File: config.mk
export PLATFORM = sky130hd
export DESIGN_NAME = pixel_run_write_combiner_flat
export DESIGN_NICKNAME = d
export VERILOG_FILES = /design/src/prwc_pkg.sv /design/src/prwc_if.sv /design/src/prwc_obuf.sv /design/src/pixel_run_write_combiner.sv /design/src/flat_wrapper.sv
export SDC_FILE = /design/constraint.sdc
export NUM_CORES = 1
export LEC_CHECK = 0
export ABC_AREA = 0
export BUFFER_PORTS_ARGS = -buffer_cell sky130_fd_sc_hd__buf_2
export CORE_ASPECT_RATIO = 0.9
export CORE_MARGIN = 4
export CORE_UTILIZATION = 45
export DETAILED_ROUTE_END_ITERATION = 8
export MAX_ROUTING_LAYER = met4
export SETUP_SLACK_MARGIN = 0.4
export SYNTH_ARGS = -nofsm -noshare
export SYNTH_HDL_FRONTEND = slang
export SYNTH_SLANG_ARGS = --single-unit
File: constraint.sdc
create_clock -name clk -period 9.51 [get_ports clk]
set_input_delay 1.902 -clock clk [delete_from_list [all_inputs] [get_ports clk]]
set_output_delay 1.902 -clock clk [all_outputs]
set_load 0.005 [all_outputs]
File: src/prwc_pkg.sv
// package for the pixel run write combiner: sizes, state codes, result item
// and the rgb565 packing function; no dependencies
package prwc_pkg;

  localparam int LINE_WIDTH = 32;
  localparam int COL_BITS   = $clog2(LINE_WIDTH);
  localparam int ROW_BITS   = 12;
  localparam int PIX_BITS   = 16;

  typedef enum logic [1:0] {
    ST_IDLE,
    ST_HDR,
    ST_READ,
    ST_WRAP
  } state_t;

  typedef struct packed {
    logic                is_header;
    logic [COL_BITS-1:0] start_col;
    logic [COL_BITS-1:0] end_col;
    logic [ROW_BITS-1:0] out_row;
    logic [PIX_BITS-1:0] pixel;
    logic                last;
  } out_item_t;

  // status of the output buffer seen by the sequencer
  typedef struct packed {
    logic [1:0] count;
    logic       pop;
  } obuf_stat_t;

  function automatic logic [PIX_BITS-1:0] rgb565(input logic [7:0] r,
                                                 input logic [7:0] g,
                                                 input logic [7:0] b);
    rgb565 = {r[7:3], g[7:2], b[7:3]};
  endfunction

endpackage

File: src/prwc_if.sv
// channel interfaces of the pixel run write combiner: input write beats and
// result beats, each with valid/ready; depends on prwc_pkg
interface prwc_in_if import prwc_pkg::*; ();
  logic                valid;
  logic                ready;
  logic                cmd;
  logic [COL_BITS-1:0] x;
  logic [ROW_BITS-1:0] y;
  logic [7:0]          red;
  logic [7:0]          green;
  logic [7:0]          blue;

  modport source (output valid, cmd, x, y, red, green, blue, input ready);
  modport sink (input valid, cmd, x, y, red, green, blue, output ready);
endinterface

interface prwc_out_if import prwc_pkg::*; ();
  logic                valid;
  logic                ready;
  logic                is_header;
  logic [COL_BITS-1:0] start_col;
  logic [COL_BITS-1:0] end_col;
  logic [ROW_BITS-1:0] out_row;
  logic [PIX_BITS-1:0] pixel;
  logic                last;

  modport source (output valid, is_header, start_col, end_col, out_row, pixel, last,
                  input ready);
  modport sink (input valid, is_header, start_col, end_col, out_row, pixel, last,
                output ready);
endinterface

File: src/prwc_obuf.sv
// two-entry output buffer that drives the result channel
// depends on prwc_pkg and prwc_out_if
module prwc_obuf import prwc_pkg::*; (
  input  logic              clk,
  input  logic              rst_n,
  input  logic              push,
  input  out_item_t         push_item,
  output obuf_stat_t        stat,
  prwc_out_if.source        out_ch
);

  out_item_t  buf_r [2];
  logic       wr_ptr_r;
  logic       rd_ptr_r;
  logic [1:0] cnt_r;
  logic [1:0] cnt_nxt;
  logic       pop;
  out_item_t  head;

  assign head = buf_r[rd_ptr_r];
  assign pop  = out_ch.valid && out_ch.ready;

  always_comb begin
    cnt_nxt = cnt_r;
    if (push && !pop) begin
      cnt_nxt = cnt_r + 2'd1;
    end else if (pop && !push) begin
      cnt_nxt = cnt_r - 2'd1;
    end
  end

  always_ff @(posedge clk) begin
    if (!rst_n) begin
      wr_ptr_r <= 1'b0;
      rd_ptr_r <= 1'b0;
      cnt_r    <= 2'd0;
    end else begin
      cnt_r <= cnt_nxt;
      if (push) begin
        wr_ptr_r <= ~wr_ptr_r;
      end
      if (pop) begin
        rd_ptr_r <= ~rd_ptr_r;
      end
    end
  end

  always_ff @(posedge clk) begin
    if (push) begin
      buf_r[wr_ptr_r] <= push_item;
    end
  end

  assign out_ch.valid     = (cnt_r != 2'd0);
  assign out_ch.is_header = head.is_header;
  assign out_ch.start_col = head.start_col;
  assign out_ch.end_col   = head.end_col;
  assign out_ch.out_row   = head.out_row;
  assign out_ch.pixel     = head.pixel;
  assign out_ch.last      = head.last;

  assign stat.count = cnt_r;
  assign stat.pop   = pop;

endmodule

File: src/pixel_run_write_combiner.sv
// pixel run write combiner: a beat that ends a run gives its header beat on out_ch
// via ST_HDR, the staged beat and the output buffer, then one pixel beat per cycle
// while out_ch takes them; a write that extends the open run is taken every cycle;
// a beat that ends a run holds in_ch.ready low through ST_HDR, ST_READ (the single
// read port of the line store reads one column per cycle) and ST_WRAP, longer if out_ch stalls
// reset (rst_n low, synchronous): no run open, output buffer empty, line store kept
module pixel_run_write_combiner import prwc_pkg::*; (
  input  logic       clk,
  input  logic       rst_n,
  prwc_in_if.sink    in_ch,
  prwc_out_if.source out_ch
);

  // sequencer state
  state_t              state_r;
  state_t              state_nxt;

  // open run
  logic                run_open_r;
  logic [COL_BITS-1:0] run_first_r;
  logic [COL_BITS-1:0] run_final_r;
  logic [ROW_BITS-1:0] run_row_r;

  // write that ended a run, held until the run has been read out
  logic                pend_r;
  logic [COL_BITS-1:0] pend_x_r;
  logic [ROW_BITS-1:0] pend_y_r;
  logic [PIX_BITS-1:0] pend_pix_r;

  // readout column and the stage that covers the memory read latency
  logic [COL_BITS-1:0] col_r;
  logic                st_vld_r;
  logic                st_hdr_r;
  logic                st_last_r;

  // line store, one entry per column
  logic [PIX_BITS-1:0] line_mem [LINE_WIDTH];
  logic [PIX_BITS-1:0] rdata_r;

  logic                accept;
  logic                brk;
  logic [PIX_BITS-1:0] in_pix;
  logic [2:0]          occ;
  logic                space_ok;
  logic                issue_hdr;
  logic                issue_rd;
  logic                mem_we;
  logic [COL_BITS-1:0] mem_waddr;
  logic [PIX_BITS-1:0] mem_wdata;
  out_item_t           push_item;
  obuf_stat_t          obuf_stat;

  assign accept = in_ch.valid && in_ch.ready;
  assign in_pix = rgb565(in_ch.red, in_ch.green, in_ch.blue);

  // a write ends the open run on another row, left of the start, or past end + 1
  assign brk = (in_ch.y != run_row_r) || (in_ch.x < run_first_r) ||
               ({1'b0, in_ch.x} > ({1'b0, run_final_r} + 1'b1));

  // buffer entries in use once this cycle's pop and the staged beat are counted
  assign occ      = {1'b0, obuf_stat.count} + {2'b00, st_vld_r} - {2'b00, obuf_stat.pop};
  assign space_ok = (occ < 3'd2);

  // next state
  always_comb begin
    state_nxt = state_r;
    unique case (state_r)
      ST_IDLE: begin
        if (accept && run_open_r && (in_ch.cmd || brk)) begin
          state_nxt = ST_HDR;
        end
      end
      ST_HDR: begin
        if (space_ok) begin
          state_nxt = ST_READ;
        end
      end
      ST_READ: begin
        if (space_ok && (col_r == run_final_r)) begin
          state_nxt = ST_WRAP;
        end
      end
      ST_WRAP: begin
        state_nxt = ST_IDLE;
      end
      default: begin
        state_nxt = ST_IDLE;
      end
    endcase
  end

  // outputs of the sequencer
  always_comb begin
    in_ch.ready = 1'b0;
    issue_hdr   = 1'b0;
    issue_rd    = 1'b0;
    mem_we      = 1'b0;
    mem_waddr   = in_ch.x;
    mem_wdata   = in_pix;
    unique case (state_r)
      ST_IDLE: begin
        in_ch.ready = 1'b1;
        // a write that stays in the run (or opens one) goes straight to the store
        mem_we = accept && !in_ch.cmd && !(run_open_r && brk);
      end
      ST_HDR: begin
        issue_hdr = space_ok;
      end
      ST_READ: begin
        issue_rd = space_ok;
      end
      ST_WRAP: begin
        mem_we    = pend_r;
        mem_waddr = pend_x_r;
        mem_wdata = pend_pix_r;
      end
      default: begin
        in_ch.ready = 1'b0;
      end
    endcase
  end

  always_ff @(posedge clk) begin
    if (!rst_n) begin
      state_r    <= ST_IDLE;
      run_open_r <= 1'b0;
      pend_r     <= 1'b0;
      st_vld_r   <= 1'b0;
    end else begin
      state_r  <= state_nxt;
      st_vld_r <= issue_hdr || issue_rd;
      if (state_r == ST_IDLE && accept) begin
        if (in_ch.cmd) begin
          pend_r <= 1'b0;
        end else if (run_open_r && brk) begin
          pend_r <= 1'b1;
        end else begin
          run_open_r <= 1'b1;
        end
      end else if (state_r == ST_WRAP) begin
        // the held write opens the fresh run, a flush leaves none open
        run_open_r <= pend_r;
        pend_r     <= 1'b0;
      end
    end
  end

  // run bounds, held write and readout column (payload, no reset)
  always_ff @(posedge clk) begin
    if (state_r == ST_IDLE && accept && !in_ch.cmd) begin
      if (!run_open_r) begin
        run_first_r <= in_ch.x;
        run_final_r <= in_ch.x;
        run_row_r   <= in_ch.y;
      end else if (!brk && (in_ch.x > run_final_r)) begin
        run_final_r <= in_ch.x;
      end
      pend_x_r   <= in_ch.x;
      pend_y_r   <= in_ch.y;
      pend_pix_r <= in_pix;
    end else if (state_r == ST_WRAP && pend_r) begin
      run_first_r <= pend_x_r;
      run_final_r <= pend_x_r;
      run_row_r   <= pend_y_r;
    end
    if (issue_hdr) begin
      col_r <= run_first_r;
    end else if (issue_rd) begin
      col_r <= col_r + 1'b1;
    end
    if (issue_hdr || issue_rd) begin
      st_hdr_r  <= issue_hdr;
      st_last_r <= issue_rd && (col_r == run_final_r);
    end
  end

  // line store: one write and one read per cycle, registered read data
  always_ff @(posedge clk) begin
    if (mem_we) begin
      line_mem[mem_waddr] <= mem_wdata;
    end
    if (issue_rd) begin
      rdata_r <= line_mem[col_r];
    end
  end

  // staged beat: header from the run bounds, pixel from the store
  always_comb begin
    push_item = '0;
    if (st_hdr_r) begin
      push_item.is_header = 1'b1;
      push_item.start_col = run_first_r;
      push_item.end_col   = run_final_r;
      push_item.out_row   = run_row_r;
    end else begin
      push_item.pixel = rdata_r;
      push_item.last  = st_last_r;
    end
  end

  prwc_obuf u_obuf (
    .clk       (clk),
    .rst_n     (rst_n),
    .push      (st_vld_r),
    .push_item (push_item),
    .stat      (obuf_stat),
    .out_ch    (out_ch)
  );

endmodule

File: src/flat_wrapper.sv
// flat-port wrapper written by rule: the top's interface ports become plain ports
module pixel_run_write_combiner_flat import prwc_pkg::*;
  (clk, rst_n, in_ch_valid, in_ch_cmd, in_ch_x, in_ch_y, in_ch_red, in_ch_green, in_ch_blue, in_ch_ready, out_ch_valid, out_ch_is_header, out_ch_start_col, out_ch_end_col, out_ch_out_row, out_ch_pixel, out_ch_last, out_ch_ready);
  prwc_in_if in_ch_i ();
  prwc_out_if out_ch_i ();
  input  logic clk;
  input  logic rst_n;
  input wire logic [$bits(in_ch_i.valid)-1:0] in_ch_valid;
  input wire logic [$bits(in_ch_i.cmd)-1:0] in_ch_cmd;
  input wire logic [$bits(in_ch_i.x)-1:0] in_ch_x;
  input wire logic [$bits(in_ch_i.y)-1:0] in_ch_y;
  input wire logic [$bits(in_ch_i.red)-1:0] in_ch_red;
  input wire logic [$bits(in_ch_i.green)-1:0] in_ch_green;
  input wire logic [$bits(in_ch_i.blue)-1:0] in_ch_blue;
  output wire logic [$bits(in_ch_i.ready)-1:0] in_ch_ready;
  output wire logic [$bits(out_ch_i.valid)-1:0] out_ch_valid;
  output wire logic [$bits(out_ch_i.is_header)-1:0] out_ch_is_header;
  output wire logic [$bits(out_ch_i.start_col)-1:0] out_ch_start_col;
  output wire logic [$bits(out_ch_i.end_col)-1:0] out_ch_end_col;
  output wire logic [$bits(out_ch_i.out_row)-1:0] out_ch_out_row;
  output wire logic [$bits(out_ch_i.pixel)-1:0] out_ch_pixel;
  output wire logic [$bits(out_ch_i.last)-1:0] out_ch_last;
  input wire logic [$bits(out_ch_i.ready)-1:0] out_ch_ready;
  assign in_ch_i.valid = in_ch_valid;
  assign in_ch_i.cmd = in_ch_cmd;
  assign in_ch_i.x = in_ch_x;
  assign in_ch_i.y = in_ch_y;
  assign in_ch_i.red = in_ch_red;
  assign in_ch_i.green = in_ch_green;
  assign in_ch_i.blue = in_ch_blue;
  assign in_ch_ready = in_ch_i.ready;
  assign out_ch_valid = out_ch_i.valid;
  assign out_ch_is_header = out_ch_i.is_header;
  assign out_ch_start_col = out_ch_i.start_col;
  assign out_ch_end_col = out_ch_i.end_col;
  assign out_ch_out_row = out_ch_i.out_row;
  assign out_ch_pixel = out_ch_i.pixel;
  assign out_ch_last = out_ch_i.last;
  assign out_ch_i.ready = out_ch_ready;
  pixel_run_write_combiner u_core (.clk(clk), .rst_n(rst_n), .in_ch(in_ch_i), .out_ch(out_ch_i));
endmodule
## Yosys cells after proc, flatten, opt, wreduce, memory -nomap -nowiden

Memory sizes are Yosys's and may differ from the RTL's. A register that Yosys moved wholly into a read port is not among the register bits.
Index checks and enable logic that the tools add are counted.

- RAM bits: 592
- Input port bits: 46
- Register bits: 71
- Memories: 2
- Output and inout bits: 42
- Word-level logic and storage cells: 117

- Equality and inequality tests: 13
- Mux-type cells: 39
- $lt $le $gt $ge: 4
- Reduce and logical (&&, ||, !) cells: 35
- $add $sub $neg: 6
- Bitwise gates (word level): 2

Memory list:

| memory | words | width | read ports | clocked after Yosys merged registers in | write ports | line | text |
|---|---|---|---|---|---|---|---|
| u_core.line_mem | 32 | 16 | 1 | 1 | 1 | pixel_run_write_combiner.sv:37 | `logic [PIX_BITS-1:0] line_mem [LINE_WIDTH];` |
| u_core.u_obuf.buf_r | 2 | 40 | 1 | 1 | 1 | prwc_obuf.sv:12 | `out_item_t buf_r [2];` |

Operators by type and width:

| kind | number |
|---|---|
| 5-bit 2-to-1 mux | 9 |
| 12-bit 2-to-1 mux | 3 |
| 23-bit 2-to-1 mux | 1 |
| 1-bit 2-to-1 mux | 17 |
| 17-bit 2-to-1 mux | 1 |
| 16-bit 2-to-1 mux | 1 |
| 1-bit logical AND | 15 |
| 12-bit != test | 1 |
| 2-bit 2-to-1 mux | 5 |
| 2-bit nonzero test | 5 |
| 2-bit case mux with 4 select lines | 1 |
| 5-bit by 1-bit adder with 6-bit output, second input constant | 1 |
| 5-bit by 6-bit > comparator with 1-bit output | 1 |
| 2-bit by 1-bit != test with 1-bit output, second input constant | 3 |
| 2-bit != test, second input constant | 3 |
| 2-bit AND reduction | 3 |
| 3-bit AND reduction | 2 |
| 5-bit by 1-bit adder with 5-bit output, second input constant | 1 |
| 5-bit == test | 1 |
| 5-bit > comparator | 1 |
| 1-bit zero test | 5 |
| 5-bit < comparator | 1 |
| 2-bit == test, second input constant | 2 |
| 1-bit logical OR | 4 |
| 11 further kinds | 12 |

## Depth between registers and ports, before layout

Gate-level depths: netlist (run 1).

- Depth after elaboration: 9
- Gate-level depth with buffers: 11
- Depth with buffers taken out: 11

## Modules after synthesis

A second synthesis (run 1) with hierarchy kept.

- Cell total of the unflattened synthesis: 1,278
- Area total of the unflattened synthesis: 26,915.8 um^2

By module, submodules not included:

| module | sequential area each (um^2) | area an instance (um^2) | cells an instance | times used |
|---|---|---|---|---|
| pixel_run_write_combiner | 17,817.1 | 23,814.1 | 1,131 | 1 |
| prwc_obuf | 2,502.4 | 3,101.7 | 147 | 1 |

## Least setup slack after synthesis (run 1)

OpenSTA, ideal clock, no wires.

- Path type: input to register
- Start: input port in_ch_x[3]
- End: memory u_core.line_mem[0][0], enable pin
- Data arrival time: 3,999 ps
- Cell stages on the path: 7
- Setup time: 388 ps
- Path slack: 5,123 ps
- Required time: 9,122 ps
- Buffers on the path: 0
- Cell sequence: ha_1 -> a21o_1 -> a21oi_1 -> a21oi_1 -> nor4_2 -> o21ai_1 -> nor2_1

- Word-level cells in the longest chain between the ends: 9
- Elaborated cells between the ends (all ways): 11
- Those cells by class: order compare: 2; mux: 4; reduce/logical: 5

RTL lines:

| element | line | text |
|---|---|---|
| start: declaration | flat_wrapper.sv:10 | `input wire logic [$bits(in_ch_i.x)-1:0] in_ch_x;` |
| 5-bit < comparator | pixel_run_write_combiner.sv:57 | `assign brk = (in_ch.y != run_row_r) \|\| (in_ch.x < run_first_r) \|\|` |
| 1-bit logical OR (2 in a row) | pixel_run_write_combiner.sv:57 |  |
| 1-bit logical AND | pixel_run_write_combiner.sv:104 | `mem_we = accept && !in_ch.cmd && !(run_open_r && brk);` |
| 1-bit zero test | pixel_run_write_combiner.sv:104 |  |
| 1-bit logical AND | pixel_run_write_combiner.sv:104 |  |
| 1-bit case mux with 2 select lines | pixel_run_write_combiner.sv:100 | `unique case (state_r)` |
| 1-bit 2-to-1 mux | pixel_run_write_combiner.sv:179 | `if (mem_we) begin` |
| 1-bit 2-to-1 mux (implied by the code) | pixel_run_write_combiner.sv:180 | `line_mem[mem_waddr] <= mem_wdata;` |
| end: declaration | pixel_run_write_combiner.sv:37 |  |

Several ways; a longest one is shown, not always the timed one.

## Worst setup path in the final report (run 1)

- Start: input port in_ch_x[3]
- End: memory u_core.line_mem[10][12], enable pin

The elaborated chain is that of the path after synthesis.

==> metrics.md, run 1 <==
| Metric | Value |
|---|---|
| RePlAce Congestion | 0.778 |
| Area after DPL | 28300 sq um |
| Max H-tree Level | 3 |
| Post-route antenna net violation count | 0 |
| Buf/Inv on CP | 1 |
| CP Class | in -> reg |
| CTS Hold Bufs | 0 |
| Max Freq | 200 MHz |
| Total CTS buffers | 70 |
| CP dominant cell by count | a21oi_1 |
| Vias | 12400 |
| IR drop worst, VDD | 0.000188 V |
| Critical Path Start Type | primary input |
| Vias in the first global route | 12800 |
| WL final | 55.3 mm |
| Final global-route overflow total | 0 |
| Primary FF master, synth | edfxtp_1 |
| Share of cells above drive strength 1 | 0.325 |
| FP Rows | 84 |
| Layout Cell Area excl Fill | 30500 sq um |
| Final core occ | 0.518 |
| Filler cells | 4596 |
| Pwr dens | 268 nW/um^2 |
| Worst Setup End Kind | flop |
| Synthesized Nets | 1356 |
| Commonest cells in the netlist | 670 x edfxtp_1, 160 x mux4_2, 76 x nand2_1 |
| Share of the synthesized area in the top cell type | 0.748 |
| Final worst slack | 4510 ps |
| Nets | 1482 |
| Cell taking the most area after synthesis | edfxtp_1 |
| Largest delay contributor family on the critical path | simple AND/OR/NAND/NOR gates |
| Hold Path Class | reg -> reg |
| Die X | 266 um |
| Ys async rst share | 0 |
| Via/cell ratio | 5.55 |
| Fin. Hold Viols | 0 |
| Status | finished, final reports clean |
| Chip Height | 240 um |
| CTS clk-pin slew, worst paths | 60 ps |
| Skew final | 16.7 ps |
| Data arrival, critical path | 5190 ps |
| Clock Latency Late Sink | 590 ps |
| Layout area overhead | 13.4% |
| Initial antenna violation count | 1 |
| Yosys warns | 0 |
| Setup Fix Bufs, Post-CTS | 0 |
| # port buffers | 79 |
| CTS Root Cell | clkbuf_16 |
| CTS tree | yes |
| Tot GR Track Use | 0.183 |
| Synthesized area | 26900 sq um |
| Die area | 63800 sq um |
| Number of max-cap violations | 0 |
| Max Slew Vio Count | 0 |
| Drt first pass iters | 5 |
| Worst path required time | 9700 ps |
| Seq/Total Area, Yosys | 0.755 |
| Post-synth EDFFs | 670 |
| Setup slack at placement | 3870 ps |
| Syn Inst Count | 1287 |
| Critical-path maximum fanout | 16 |
| Leakage power | 0.00991 uW |
| CP max-delay cell | nor2_2 |
| First DRT Iteration DRCs | 1134 |
| Initial core utilization | 0.457 |
| Core area | 58900 sq um |
| DR WL/cell | 24.7 um |
| Final setup vio count | 0 |
| Unrepaired setup endpoints after global routing | no |
| First-pass GRT wire length | 83.4 mm |
| Max_slew headroom | 0.136 |
| Num ports | 88 |
| Yosys cell types | 46 |
| Post-CTS sizing | 0 |
| Critical Path Max Stage Delay | 1110 ps |
| Fin crit share | 0.526 |
| CTS max path bufs | 3 |
| Post-detail-place hpwl | 31.8 mm |
| Clock sink count | 680 |
| Worst slew pin tran | 1290 ps |
| Syn_area_per_cell | 20.9 sq um |
| Critical path, cell by cell | buf_2 -> ha_1 -> a21o_1 -> a21oi_1 -> a21oi_1 -> nor4_2 -> o21ai_1 -> nor2_2 |
| Shortest period the worst path allows | 5000 ps |
| Synthesis-stage register bit count | 680 |
| Most common cell in the netlist | edfxtp_1 |
| Total Neg Setup Slack | 0 ps |
| Residual DRC | 0 |
| Top cells by area, synth | edfxtp_1 75%, mux4_2 13%, mux2_2 3.1% |
| Largest net degree at the start of global routing | 98 |
## metal layers
metal,share of wire,track usage,vias to the layer above
met5,0,-,-
met4,0.026,0.0538,0
met3,0.050,0.0338,89
met2,0.49,0.287,304
met1,0.44,0.248,6539
li1,-,-,5483
## cell type report
| class | instances | area (sq um) | share of cell area |
|---|---|---|---|
| Antenna cell | 1 | 2.50 | 0.0000821 |
| Clock buffer | 90 | 1920 | 0.0630 |
| Clock inverter | 30 | 270 | 0.00886 |
| Inverter | 22 | 82.6 | 0.00271 |
| Multi-Input combinational cell | 528 | 6280 | 0.206 |
| Sequential cell | 680 | 20300 | 0.666 |
| Tap cell | 774 | 968 | 0.0318 |
| Timing Repair Buffer | 111 | 648 | 0.0213 |
## stage by stage
step | total power, uW | hold slack [ps] | std cells
floorplan | 5050 | 468 | 1287
global route | 8550 | 535 | 2236
finish | 8160 | 503 | 2236
CTS | 8290 | 503 | 2235
detailed placement | 5650 | 495 | 2115
global placement | 5620 | 481 | 2115
## tightest hold or removal path: stages, from the launching register on
cell and delay, ps:
dfxtp_1 340, nand2_1 60, mux2i_1 50
## state kept, by name, indices dropped and copies added, names as in the netlist, 12 cells and up, named ones only
register / flops
u_core.rdata_r: 16
u_core.u_obuf.buf_r: 80
u_core.pend_y_r: 12
u_core.line_mem: 512
u_core.run_row_r: 12
u_core.pend_pix_r: 16
## layout by cell type, fill, tap and decap left out, drive strengths merged, types with 3 or more instances in the layout
| cell | instances |
|---|---|
| nor2 | 39 |
| nand2b | 5 |
| a21oi | 11 |
| mux2 | 73 |
| ha | 22 |
| and2 | 27 |
| nand3b | 7 |
| o21ai | 18 |
| xnor2 | 9 |
| inv | 22 |
| nand3 | 10 |
| nand2 | 76 |
| mux4 | 160 |
| bufinv | 5 |
| nor3 | 3 |
| buf | 111 |
| clkbuf | 90 |
| xor2 | 14 |
| nor2b | 21 |
| edfxtp | 670 |
| a21o | 4 |
| clkinv | 24 |
| dfxtp | 10 |
| nor4 | 3 |
## power by group
| part | internal [uW] | total (uW) | switching (uW) |
|---|---|---|---|
| combinational | 923 | 1920 | 999 |
| sequential | 3520 | 3610 | 88.0 |
| clock | 1560 | 2630 | 1070 |
## cell families after synthesis
group                    Yosys count  share of synthesized area
multiplexers                     235                      0.165
buffers and inverters             79                     0.0140
XOR/XNOR                          23                    0.00749
AO/OA/AOI/OAI                     49                     0.0117
AND/OR/NAND/NOR                  198                     0.0353
adder cells (fa/ha/maj)           23                     0.0110
flip-flops                       680                      0.755
## worst paths after layout
path                              start                       to  slack, ps  cells after the start
setup / recovery             in_ch_x[3]  u_core.line_mem[10][12]       4510                      8
hold / removal        u_core.state_r[1]        u_core.state_r[1]        500                      2
setup reg to reg  u_core.run_final_r[0]  u_core.line_mem[10][12]       5140                     10
hold reg to reg       u_core.state_r[1]        u_core.state_r[1]        500                      2
(Power assumes the default switching activity.)
==> run 2: changes to the inputs <==
==> constraint.sdc (replaced) <==
create_clock -name clk -period 4.3 [get_ports clk]
set_input_delay 0.86 -clock clk [delete_from_list [all_inputs] [get_ports clk]]
set_output_delay 0.86 -clock clk [all_outputs]
set_load 0.005 [all_outputs]
==> run 2 against run 1 <==
Compared with the run above:
- worst hold slack worse by 46 ps
- wire length is 1.3% higher
- sequential share of layout area is 0.92 points lower
- combinational power is 130% higher
- cell count is 2.0% higher
- critical endpoint is now u_core.line_mem[10][11]
- largest power group unchanged
==> metrics.md, run 2 (synthesized netlist as in run 1, its figures left out) <==
| Metric | Value |
|---|---|
| Worst slew pin tran | 1000 ps |
| IR drop worst, VDD | 0.000272 V |
| CTS max path bufs | 3 |
| First DRT Iteration DRCs | 1086 |
| Sw frac | 0.272 |
| Leakage power | 0.0102 uW |
| Worst Setup End Kind | flop |
| Fin crit share | 0.726 |
| Most frequent cells in the layout | 670 x edfxtp_1, 160 x mux4_2, 79 x buf_2 |
| Final core occ | 0.525 |
| FP Rows | 84 |
| Critical Path Start Type | flop |
| Die X | 266 um |
| Most common cell after layout, fill and taps aside | edfxtp_1 |
| Nets | 1521 |
| Num ports | 88 |
| Shortest period the worst path allows | 3120 ps |
| Internal power | 13500 uW |
| CTS tree | yes |
| Residual DRC | 0 |
| FF-to-FF setup slack | 1180 ps |
| Critical path, cell by cell | ha_1 -> nand3_1 -> xnor2_1 -> ha_1 -> nand3_1 -> o32ai_1 -> a21oi_1 -> nor4_2 -> buf_4 -> o21ai_1 -> buf_4 -> nor2_2 -> buf_4 |
| Clock Latency Late Sink | 600 ps |
| Filler cells | 4594 |
| Via/cell ratio | 5.53 |
| Critical Path Max Stage Delay | 470 ps |
| CTS Root Cell | clkbuf_16 |
| Pwr dens | 599 nW/um^2 |
| Layout Cell Area excl Fill | 30900 sq um |
| Total Power | 18500 uW |
| Max H-tree Level | 3 |
| Number of max-cap violations | 0 |
| # port buffers | 79 |
| Layout area overhead | 14.9% |
| Chip Height | 240 um |
| CTS Hold Bufs | 0 |
| Fin. Hold Viols | 0 |
| Post-detail-place hpwl | 35.1 mm |
| RePlAce Congestion | 0.819 |
| Die area | 63800 sq um |
| Vias | 12600 |
| Cells after DPL | 2153 |
| Max Freq | 320 MHz |
| Sw power | 5040 uW |
| Post-CTS sizing | 0 |
| Data arrival, critical path | 3390 ps |
| Non-Filler Instances | 2281 |
| Post-route antenna net violation count | 0 |
| Max reg flops | 512 |
| Worst path required time | 4570 ps |
| Comb pwr share | 0.244 |
| CP max-delay cell | edfxtp_1 |
| Total Neg Setup Slack | 0 ps |
| Clk pwr share | 0.320 |
| Total CTS buffers | 71 |
| Core area | 58900 sq um |
| Worst R2R Path Depth | 13 |
| Setup Fix Bufs, Post-CTS | 0 |
| Hold Path Class | in -> reg |
| Top Registers | u_core.line_mem (512), u_core.u_obuf.buf_r (80) |
| Worst setup path end | u_core.line_mem[10][11] |
| N_diodes | 0 |
| Crit path launch | u_core.run_final_r[0] |
| Area after DPL | 28700 sq um |
| R2R Path End | u_core.line_mem[10][11] |
| Vias in the first global route | 12800 |
| CP Class | reg -> reg |
| Initial core utilization | 0.457 |
| Initial antenna violation count | 0 |
| Max_slew headroom | 0.333 |
| Share of cells above drive strength 1 | 0.338 |
| Largest reg by FF count | u_core.line_mem |
| CP dominant cell by count | buf_4 |
| Final global-route overflow total | 0 |
| DR WL/cell | 24.6 um |
| Worst reg2reg startpoint | u_core.run_final_r[0] |
| Skew final | 26.8 ps |
| Largest net degree at the start of global routing | 48 |
| WL final | 56.0 mm |
| Final setup vio count | 0 |
| Critical-path maximum fanout | 16 |
| Max Slew Vio Count | 0 |
| CTS clk-pin slew, worst paths | 60 ps |
| Unrepaired setup endpoints after global routing | no |
| Seq pwr share | 0.436 |
| Clock sink count | 680 |
| Drt first pass iters | 4 |
| First-pass GRT wire length | 83.5 mm |
| Status | finished, final reports clean |
| Tot GR Track Use | 0.184 |
==> run 2: layer usage <==
| metal | global-route usage | wire (um) |
|---|---|---|
| met3 | 0.0382 | 3300 |
| met1 | 0.269 | 25800 |
| met5 | - | 0 |
| met2 | 0.266 | 25700 |
| met4 | 0.0500 | 1280 |
==> run 2: worst min path at each step <==
stage / startpoint / endpoint / slack (ps) / depth (start not counted)
after floorplan: u_core.state_r[1] / u_core.state_r[1] / 470 / 2
after global placement: u_core.state_r[1] / u_core.state_r[1] / 480 / 2
after detailed placement: u_core.state_r[1] / u_core.state_r[1] / 500 / 2
after CTS: in_ch_blue[4] / u_core.pend_pix_r[1] / 420 / 1
after global routing: in_ch_blue[4] / u_core.pend_pix_r[1] / 420 / 1
final: in_ch_blue[4] / u_core.pend_pix_r[1] / 460 / 1
==> run 2: final cells by class <==
| type | instances | area (sq um) | share of cell area |
|---|---|---|---|
| multi-input cells | 528 | 6280 | 0.203 |
| well taps | 774 | 968 | 0.0313 |
| repair buffers | 149 | 1010 | 0.0326 |
| flip-flops and latches | 680 | 20300 | 0.657 |
| clock inverters | 39 | 309 | 0.00999 |
| clock buffers | 89 | 1950 | 0.0631 |
| inverters | 22 | 82.6 | 0.00267 |
==> run 2: worst max-delay path, delay by kind of cell, from the launching register on <==
family                     cells  cell delay, ps
and+or+nand+nor                4             560
DFF                            1             470
adders and majority gates      2             530
AOI/OAI and AO/OA              3             360
xor gates and xnor gates       1             140
buffers and inverters          3             690
==> run 2: power groups by stage <==
| stage | Clock, uW | Sequential, uW | Combinational (uW) |
|---|---|---|---|
| after floorplan | 0 | 8010 | 3160 |
| after global placement | 0 | 8210 | 4510 |
| after detailed placement | 0 | 8230 | 4550 |
| after CTS | 6060 | 8090 | 4570 |
| after global routing | 6360 | 8120 | 4840 |
| final | 5920 | 8080 | 4510 |
==> run 2: stage by stage <==
stage	hold slack [ps]	worst slack, ps
floorplan	468	955
global placement	479	979
detailed placement	495	944
CTS	416	1150
global route	423	904
finish	457	1180
